## src/design/zics_pkg.sv

```systemverilog
// Shared constants, field widths and types for the Zipf inverse-CDF sampler.
// No dependencies; imported by every module except zics_cdf_ram.
package zics_pkg;

	localparam int TABLE_DEPTH   = 1024;
	localparam int FRACTION_BITS = 32;

	localparam int ENTRY_W    = FRACTION_BITS + 1;
	localparam int IDX_W      = $clog2(TABLE_DEPTH);
	localparam int COUNT_W    = $clog2(TABLE_DEPTH + 1);
	localparam int INDEX_IN_W = 10;
	localparam int RANK_W     = 11;
	localparam int CALC_W     = (COUNT_W > RANK_W) ? COUNT_W : RANK_W;

	localparam int TDATA_IN_W  = ((INDEX_IN_W + ENTRY_W + FRACTION_BITS + 7) / 8) * 8;
	localparam int TDATA_OUT_W = ((RANK_W + 7) / 8) * 8;

	localparam logic ACT_WRITE  = 1'b0;
	localparam logic ACT_SAMPLE = 1'b1;

	typedef struct packed {
		logic               we;
		logic [IDX_W-1:0]   addr;
		logic [ENTRY_W-1:0] wdata;
	} ram_req_t;

endpackage

```

## src/design/zics_search.sv

```systemverilog
// Transfer control, binary-search sequencer and output register.
// Depends on zics_pkg; drives the table RAM through a ram_req_t.
module zics_search (
	input  logic                               clk,
	input  logic                               arst_n,
	input  logic [zics_pkg::RANK_W-1:0]        num_ranks,
	input  logic                               in_valid,
	output logic                               in_ready,
	input  logic                               in_action,
	input  logic [zics_pkg::INDEX_IN_W-1:0]    in_index,
	input  logic [zics_pkg::ENTRY_W-1:0]       in_value,
	input  logic [zics_pkg::FRACTION_BITS-1:0] in_uniform,
	output zics_pkg::ram_req_t                 ram_req,
	input  logic [zics_pkg::ENTRY_W-1:0]       ram_rdata,
	output logic                               out_valid,
	input  logic                               out_ready,
	output logic [zics_pkg::RANK_W-1:0]        out_rank
);
	import zics_pkg::*;

	typedef enum logic [2:0] {
		ST_IDLE   = 3'b001,
		ST_SEARCH = 3'b010,
		ST_HOLD   = 3'b100
	} state_t;

	state_t                   state_q, state_d;
	logic [COUNT_W-1:0]       lo_q, lo_d;
	logic [COUNT_W-1:0]       count_q, count_d;
	logic [COUNT_W-1:0]       step_q, step_d;
	logic [IDX_W-1:0]         mid_q, mid_d;
	logic [COUNT_W-1:0]       n_q;
	logic [FRACTION_BITS-1:0] uniform_q;
	logic [RANK_W-1:0]        hold_q, rank_d;
	logic                     out_valid_q;
	logic [RANK_W-1:0]        out_rank_q;
	logic                     out_load;
	logic                     out_free;
	logic [COUNT_W-1:0]       n_use;
	logic [COUNT_W-1:0]       lo_plus;
	logic                     in_xfer;
	logic                     below;

	assign out_free  = !out_valid_q || out_ready;
	assign in_ready  = (state_q == ST_IDLE);
	assign in_xfer   = in_valid && in_ready;
	assign out_valid = out_valid_q;
	assign out_rank  = out_rank_q;
	assign below     = ram_rdata < {1'b0, uniform_q};

	always_comb begin
		if (num_ranks == '0) begin
			n_use = COUNT_W'(1);
		end else if (CALC_W'(num_ranks) > CALC_W'(TABLE_DEPTH)) begin
			n_use = COUNT_W'(TABLE_DEPTH);
		end else begin
			n_use = COUNT_W'(num_ranks);
		end
	end

	always_comb begin
		state_d       = state_q;
		lo_d          = lo_q;
		count_d       = count_q;
		step_d        = step_q;
		mid_d         = mid_q;
		rank_d        = hold_q;
		lo_plus       = '0;
		out_load      = 1'b0;
		ram_req.we    = 1'b0;
		ram_req.addr  = IDX_W'(in_index);
		ram_req.wdata = in_value;
		case (state_q)
			ST_IDLE: begin
				if (in_xfer) begin
					if (in_action == ACT_WRITE) begin
						ram_req.we = (int'(in_index) < TABLE_DEPTH);
					end else begin
						lo_d         = '0;
						count_d      = n_use;
						step_d       = n_use >> 1;
						mid_d        = IDX_W'(n_use >> 1);
						ram_req.addr = mid_d;
						state_d      = ST_SEARCH;
					end
				end
			end
			ST_SEARCH: begin
				if (below) begin
					lo_d    = COUNT_W'(mid_q) + COUNT_W'(1);
					count_d = count_q - step_q - COUNT_W'(1);
				end else begin
					count_d = step_q;
				end
				step_d       = count_d >> 1;
				mid_d        = IDX_W'(lo_d + step_d);
				ram_req.addr = mid_d;
				if (count_d == '0) begin
					lo_plus = lo_d + COUNT_W'(1);
					rank_d  = (lo_plus < n_q) ? RANK_W'(lo_plus) : RANK_W'(n_q);
					if (out_free) begin
						out_load = 1'b1;
						state_d  = ST_IDLE;
					end else begin
						state_d  = ST_HOLD;
					end
				end
			end
			ST_HOLD: begin
				if (out_free) begin
					out_load = 1'b1;
					state_d  = ST_IDLE;
				end
			end
			default: begin
				state_d = ST_IDLE;
			end
		endcase
	end

	always_ff @(posedge clk or negedge arst_n) begin
		if (!arst_n) begin
			state_q     <= ST_IDLE;
			out_valid_q <= 1'b0;
		end else begin
			state_q <= state_d;
			if (out_load) begin
				out_valid_q <= 1'b1;
			end else if (out_ready) begin
				out_valid_q <= 1'b0;
			end
		end
	end

	always_ff @(posedge clk) begin
		lo_q    <= lo_d;
		count_q <= count_d;
		step_q  <= step_d;
		mid_q   <= mid_d;
		hold_q  <= rank_d;
		if (in_xfer) begin
			n_q       <= n_use;
			uniform_q <= in_uniform;
		end
		if (out_load) begin
			out_rank_q <= rank_d;
		end
	end

endmodule

```

## config.mk

```make
export PLATFORM = sky130hd
export DESIGN_NAME = zics_search
export DESIGN_NICKNAME = d
export VERILOG_FILES = /design/src/design/zics_pkg.sv /design/src/design/zics_search.sv
export SDC_FILE = /design/constraint.sdc
export NUM_CORES = 1
export LEC_CHECK = 0
export ABC_AREA = 1
export ABC_CLOCK_PERIOD_IN_PS = 6600
export BUFFER_PORTS_ARGS = -buffer_cell sky130_fd_sc_hd__buf_2
export CAP_MARGIN = 10
export CORE_MARGIN = 3
export CORE_UTILIZATION = 58
export DETAILED_ROUTE_END_ITERATION = 8
export PLACE_DENSITY = 0.95
export SKIP_CTS_REPAIR_TIMING = 1
export SYNTH_ARGS = -nofsm -noshare
export SYNTH_HDL_FRONTEND = slang
export SYNTH_SLANG_ARGS = --single-unit
```

## constraint.sdc

```tcl
create_clock -name clk -period 6.6 [get_ports clk]
set_clock_uncertainty 0.05 [all_clocks]
set_input_delay 0.33 -clock clk [delete_from_list [all_inputs] [get_ports clk]]
set_output_delay 0.33 -clock clk [all_outputs]
set_load 0.02 [all_outputs]
```

# == Word level (Yosys, flattened, before mapping) ==
# Index checks and enable logic that the tools add are counted.
# totals
inputBits,124
rom_bits,0
elab_cells,71
ram_bits,0
ff_bits,112
n_memories,0
latchBits,0
# op_classes
n_shift,0
n_bitwise,0
n_mux,37
magnitude_cmp,3
n_addsub,5
eq_ne,7
div_mod_pow,0
n_mul,0
n_reduce_logical,9
# ops
operator,n
11-bit 2-to-1 mux,16
11-bit one-hot mux with 2 select lines,3
10-bit one-hot mux with 2 select lines,2
33-bit by 32-bit < comparator with 1-bit output,1
10-bit 2-to-1 mux,3
11-bit logical NOT,2
3-bit 2-to-1 mux,5
"10-bit by 1-bit adder with 11-bit output, second input constant",1
"11-bit by 1-bit adder with 11-bit output, second input constant",1
"11-bit > comparator, second input constant",1
11-bit < comparator,1
"11-bit by 1-bit subtractor with 11-bit output, second input constant",1
11-bit subtractor,1
10-bit adder,1
3-bit one-hot mux with 3 select lines,1
1-bit 2-to-1 mux,6
"2-bit by 1-bit != test with 1-bit output, second input constant",2
"2-bit != test, second input constant",2
4-bit AND reduction,1
2-bit nonzero test,2
"3-bit by 1-bit == test with 1-bit output, second input constant",1
"3-bit by 2-bit == test with 1-bit output, second input constant",1
"3-bit == test, second input constant",1
3-bit AND reduction,1
other kinds (4),4

# == Logic depth before layout (Yosys ltp) ==
# Gate-level depths: netlist of run 1.
# logic_depth
word_depth,8
depth_mapped,31
ltp_nobuf,30

# == Least setup slack after synthesis of run 1 ==
# No wires, ideal clock.
# synth_timing
kind,reg2out
start,register state_q[0]
end,output ram_req[33] in the netlist's numbering
t_required_ns,6.220
path_slack_ns,2.018
path_stages_with_launch,9
path_buffers,0
t_arrival_ns,4.202
path_cell_list,dfstp_2 inv_1 nor3_1 inv_1 nor2_1 inv_1 nor2_1 clkinv_1 o211ai_1
# synth_rtl
item,line,rtl
start: declaration,zics_search.sv:27,"state_t state_q, state_d;"
start signal: assignment,zics_search.sv:126,state_q <= state_d;
end: declaration,zics_search.sv:13,"output zics_pkg::ram_req_t ram_req,"

==> metrics.yaml, run 1 <==
num_rows: 39
ys_types: 42
cts.sinks: 101
finalCritPeriodShare_pct: 76.7
top_layer: "met4"
tightest_slew_ns: 0.711
globalplace.congestion: 0.946
grt_pass1_wl_um: 26000
grt_overflow: 0
irDropWorstVdd_mv: 0.473
mappedNetlistArea_mm2: 0.00701
status: "finished, final reports clean"
postSynthAreaPerCell_um2: 8.10
dp_hpwl_um: 12700
drive_gt1_share_pct: 17.9
num_io_pins: 181
die_h_um: 116
fmax_mhz: 198
cts_made_buffers: 9
p_per_area_mw_per_mm2: 458
finalMaxSlewViolations: 0
drc_errors: 0
firstDrtPassIters: 5
grt_max_degree: 44
ys_ff_latch: 101
worstPathArrival_ns: 4.68
synth-edff-count: 86
area_delta_synth_final_pct: 10.8
final-setup-viol-count: 0
gr-usage-all-layers_pct: 24.7
crit_slowest_cell: "fa_1"
worst_path_largest_cell_delay_ns: 0.37
hold_violations: 0
clk_latency_ns: 0.35
wl_met3_um: 1580
synth_top_area_cell: "edfxtp_1"
vias: 5969
synth.top_cells.by_count: "nand2_1, inv_1, edfxtp_1"
synth-async-reset-ratio_pct: 3.96
grt_pass1_vias: 5728
cts_tree: "done"
hp-class: "primary input to flip-flop"
p_leak_nw: 4.03
antenna_found_initial: 0
die_area_mm2: 0.0134
start_util_pct: 60.4
h-tree-depth: 3
fin_nets: 1139
drv_cap: 0
synth_cells: 866
relSlewSlack_pct: 52.3
synth_top_area_share_pct: 36.8
synthTopCellsByArea: "edfxtp_1, nand2_1, ha_1, inv_1, buf_4"
wl_met1_um: 6650
synth.yosys.seq_area_share_pct: 41.4
synth_most_common_cell: "nand2_1"
synth_fp_nets: 1054
worstPathRequired_ns: 6.22
drt_iter0_markers: 734
cts_root_buf: "clkbuf_16"
ys.flop_type: "edfxtp_1"
wl_per_cell_um: 15.0
dpl_worst_slack_ns: 1.92
io_buffers: 114
period_needed_ns: 5.06
crit_path_end_kind: "output port"
setup-tns-final_ns: 0
die_w_um: 116
detail-route-antenna-nets: 0
path_class: "flip-flop to output port"
totalPowerFinal_mw: 3.56
cts.path.max_buffers: 2
n_antenna_cell: 0
cp_max_fo: 24
drt_wl_total_um: 16500
routed_via_density: 5.43
setup_slack_ns: 1.54
cpMostUsedCell: "nand2_1"
coreArea_mm2: 0.0116
yosys_warnings: 0
grt_setup_unrepaired: "false"
clkSlewWorstSetupHoldPaths_ns: 0.07
wl_met2_um: 7690
startpoint_type: "flip-flop"
==> path summary, 6_finish.rpt <==
kind / cells after the start / endpoint / slack [ns] / start
min: 1 / uniform_q[17]$_DFFE_PP_ / 0.10 / in_uniform[17]
max in group asynchronous: 2 / state_q[0]$_DFFE_PN1P_ / 6.04 / arst_n
max: 28 / ram_req[41] / 1.54 / uniform_q[16]$_DFFE_PP_
max reg2reg: 27 / out_rank[2]$_DFFE_PP_ / 1.84 / uniform_q[16]$_DFFE_PP_
min in group asynchronous: 2 / out_valid$_DFFE_PN0P_ / 0.26 / arst_n
min reg2reg: 2 / hold_q[1]$_DFF_P_ / 0.41 / hold_q[1]$_DFF_P_
==> cell usage in the layout (no fill, tap or decap), types with 5 or more instances in the layout <==
master,n
nor3_1,6
o211ai_1,11
or2_2,5
o21ai_0,27
inv_1,150
nand2_2,13
nand2_1,242
ha_1,62
nand4_1,8
a21oi_1,31
buf_2,114
edfxtp_1,86
nand3_1,51
xor2_1,16
o21ai_1,7
nand3b_1,8
clkbuf_16,9
nor2_1,48
nor2_2,7
dfxtp_1,11
==> cell type report <==
class                      count  area (um^2)
multi-input combinational    565         3210
clock buffer                   9          225
inverter                     156          588
fill                         916         3840
timing repair buffer         118          603
sequential                   101         2900
clock inverter                 7         66.3
tap                          143          179
==> where the power goes <==
group | switching, mW | internal (mW) | total (mW)
sequential | 0.0958 | 0.930 | 1.03
combinational | 1.34 | 0.678 | 2.02
clock | 0.248 | 0.264 | 0.513
total | 1.69 | 1.87 | 3.56
==> critical path, delay by kind of cell, from the launching register on <==
kind	cells	cell delay, ns
DFF	1	0.33
xor gates and xnor gates	1	0.13
AOI/OAI and AO/OA	5	0.59
buffers and inverters	5	0.48
and+or+nand+nor	14	1.82
adders and majority gates	3	0.98
==> cells by family (layout without fill, tap and decap cells) <==
logic type      Yosys count  count (layout)  synth area share (%)
simple gates            396             396                  24.7
buf+inv                 200             290                  13.0
flops                   101             101                  41.4
compound gates           86              86                  6.90
fa+ha+maj                64              64                  11.6
xor+xnor                 19              19                  2.37
==> metrics by stage <==
stage / hold WS, ns / util, % / cells / cell area, um^2
after global placement: 0.0880 / 64.3 / 1082 / 7470
after detailed placement: 0.0888 / 64.3 / 1082 / 7470
final: 0.101 / 66.9 / 1099 / 7770
after CTS: -0.300 / 66.8 / 1098 / 7760
after global routing: 0.0862 / 66.9 / 1099 / 7770
after floorplan: -0.0156 / - / 866 / 7010
==> flip-flops by register name, indices dropped and copies added, names as in the netlist <==
| name | cells |
|---|---|
| mid_q | 10 |
| out_valid | 1 |
| state_q | 3 |
| hold_q | 11 |
| uniform_q | 32 |
| out_rank | 11 |
| count_q | 11 |
| lo_q | 11 |
| n_q | 11 |
==> layer usage <==
layer / vias to the layer above / GRT usage [%]
li1: 2936 / -
met3: 63 / 5.33
met5: - / 0
met1: 2647 / 30.1
met2: 323 / 41.6
met4: 0 / 12.2
Note: power is estimated with default switching activity, not from simulation.
==> inputs of run 2 (changes only) <==
- ABC_CLOCK_PERIOD_IN_PS: 6600 -> 4300
- CORE_UTILIZATION: 58 -> 49
- PLACE_DENSITY: 0.95 -> 0.89
- clock period: 6.6 -> 4.3 ns (I/O delays scaled with it)
==> run 2 against run 1 <==
  * Register-to-register slack got worse by 1.8 ns
  * Global-route usage decreased by 3.9 points
  * Design area up 13%
  * Combinational power rose by 86%
  * Critical path type is now flip-flop to flip-flop
==> metrics.yaml, run 2 (same netlist as run 1, synthesis figures left out) <==
firstDrtPassIters: 5  # unchanged
startpoint_type: "flip-flop"
n_fill_cell: 1029  # +12%
die_h_um: 126  # +8.3%
crit_path_end_kind: "flip-flop"
die_area_mm2: 0.0158  # +17%
period_needed_ns: 4.29
grt_pass1_vias: 5765  # +0.65%
clk_latency_ns: 0.37  # +0.02 ns
fin_area_mm2: 0.00877  # +13%
start_util_pct: 50.3  # -10 points
postLayoutCoreUtil_pct: 62.9  # -4.0 points
cp_max_fo: 11  # -54%
clkSlewWorstSetupHoldPaths_ns: 0.07  # about the same
cpMostUsedCell: "nand2_1"
final_common_cell: "nand2_1"
final_cell_mix: "nand2_1, inv_1, buf_2, edfxtp_1, ha_1"
totalPowerFinal_mw: 6.20  # +74%
globalplace.congestion: 0.964  # +1.9%
area_delta_synth_final_pct: 25.0
worstPathArrival_ns: 4.36  # -0.32 ns
grt_pass1_wl_um: 26700  # +2.7%
ff2ff_setup_slack_ns: 0.009  # -1.83 ns
largest_reg_flops: 32  # unchanged
tightest_slew_ns: 0.670  # -0.0413 ns
drv_cap: 0  # unchanged
drc_errors: 0  # unchanged
crit_start: "uniform_q[28]$_DFFE_PP_"
fmax_mhz: 233
finalMaxSlewViolations: 0  # unchanged
num_rows: 43  # +10%
reg2reg_to: "out_rank[0]$_DFFE_PP_"
h-tree-depth: 3  # unchanged
cts.sinks: 101  # unchanged
detail-route-antenna-nets: 0  # unchanged
coreArea_mm2: 0.0139  # +20%
irDropWorstVdd_mv: 0.601  # +27%
worstPathRequired_ns: 4.36  # -1.86 ns
routed_via_density: 5.37  # -1.1%
gr-usage-all-layers_pct: 20.9  # -3.9 points
grt_max_degree: 44  # unchanged
crit_slowest_cell: "edfxtp_1"
antenna_found_initial: 0  # unchanged
min_from: "num_ranks[10]"
final-setup-viol-count: 0  # unchanged
die_w_um: 126  # +8.3%
p_per_area_mw_per_mm2: 707  # +54%
num_io_pins: 181  # unchanged
grt_setup_unrepaired: "true"
fin_nets: 1201  # +5.4%
whs_path_depth: 1  # unchanged
r2r_cells: 27  # unchanged
hold_violations: 0  # unchanged
status: "finished, final reports clean"
cts_made_buffers: 9  # unchanged
dp_hpwl_um: 12800  # +0.53%
cts.path.max_buffers: 2  # unchanged
cts_tree: "done"
relSlewSlack_pct: 55.3  # +3.0 points
worst_path_largest_cell_delay_ns: 0.38  # about the same
path_buf_inv: 5  # unchanged
n_antenna_cell: 0  # unchanged
finalCritPeriodShare_pct: 99.8
reg2reg_from: "uniform_q[28]$_DFFE_PP_"
grt_overflow: 0  # unchanged
dp_cells: 1129  # +4.3%
hp-class: "primary input to flip-flop"
drt_wl_total_um: 18400  # +12%
final_cells: 1198  # +9.0%
cts_root_buf: "clkbuf_16"
cpLargestDelayFamily: "simple AND/OR/NAND/NOR gates"
io_buffers: 114  # unchanged
top_register: "uniform_q"
drive_gt1_share_pct: 25.5  # +7.7 points
min_to: "n_q[10]$_DFFE_PP_"
p_leak_nw: 4.37  # +8.5%
path_class: "flip-flop to flip-flop"
wl_per_cell_um: 15.4  # +2.5%
drt_iter0_markers: 555  # -24%
place_area_mm2: 0.00759  # +1.6%
vias: 6433  # +7.8%
[run 2: cell count changes in the layout (fill, tap and decap cells not counted), moves of 6 or more]
cell	delta
nand2_1	-14
buf_4	+24
nand2_2	+9
a21oi_1	-6
dlygate4sd3_1	+32
inv_2	+9
ha_1	-11
ha_4	+10
inv_1	-9
[run 2: routing by layer]
layer	GRT usage (%)	share of wire, %
met1	25.9	40
met3	5.26	8.8
met4	8.04	2.8
met2	35.2	49
met5	0	0
[run 2: layout make-up]
class,instances,area [um^2],share of cell area (%)
Clock buffer,9,225,2.57
Clock inverter,7,100,1.14
Inverter,156,602,6.86
Multi-Input combinational cell,566,3540,40.3
Sequential cell,101,2900,33.1
Tap cell,180,225,2.57
Timing Repair Buffer,178,1170,13.3
Timing Repair inverter,1,7.51,0.0856
[run 2: how the worst max path moves through the flow]
stage / end / slack [ns] / cells past startpoint
6_report: out_rank[0]$_DFFE_PP_ / 0.009 / 27
3_3_place_gp: out_rank[1]$_DFFE_PP_ / 0.15 / 27
4_1_cts: ram_req[41] / -0.42 / 29
5_1_grt: out_rank[0]$_DFFE_PP_ / -0.25 / 27
3_5_place_dp: ram_req[41] / -0.002 / 29
2_1_floorplan: ram_req[41] / 0.50 / 29
[run 2: power breakdown]
part / internal [mW] / leakage [nW] / switching [mW]
clock network: 0.474 / 0.160 / 0.405
registers: 1.43 / 0.960 / 0.139
logic: 1.42 / 3.25 / 2.34
[run 2: worst register-to-register path: cells and delay by family (launching register included)]
| kind | cells | cell delay [ns] |
|---|---|---|
| buffers and inverters | 5 | 0.52 |
| flip-flops | 1 | 0.38 |
| adder cells (fa/ha/maj) | 3 | 0.74 |
| AND/OR/NAND/NOR | 17 | 2.05 |
| AO/OA/AOI/OAI | 2 | 0.31 |
[run 2: stage by stage]
stage          setup WS [ns]  hold slack [ns]  setup TNS, ns
2_1_floorplan          0.500           -0.131              0
3_3_place_gp           0.151          -0.0264              0
3_5_place_dp        -0.00184          -0.0260       -0.00184
4_1_cts               -0.422           -0.418          -1.62
5_1_grt               -0.246           0.0553          -4.00
6_report             0.00933           0.0773              0
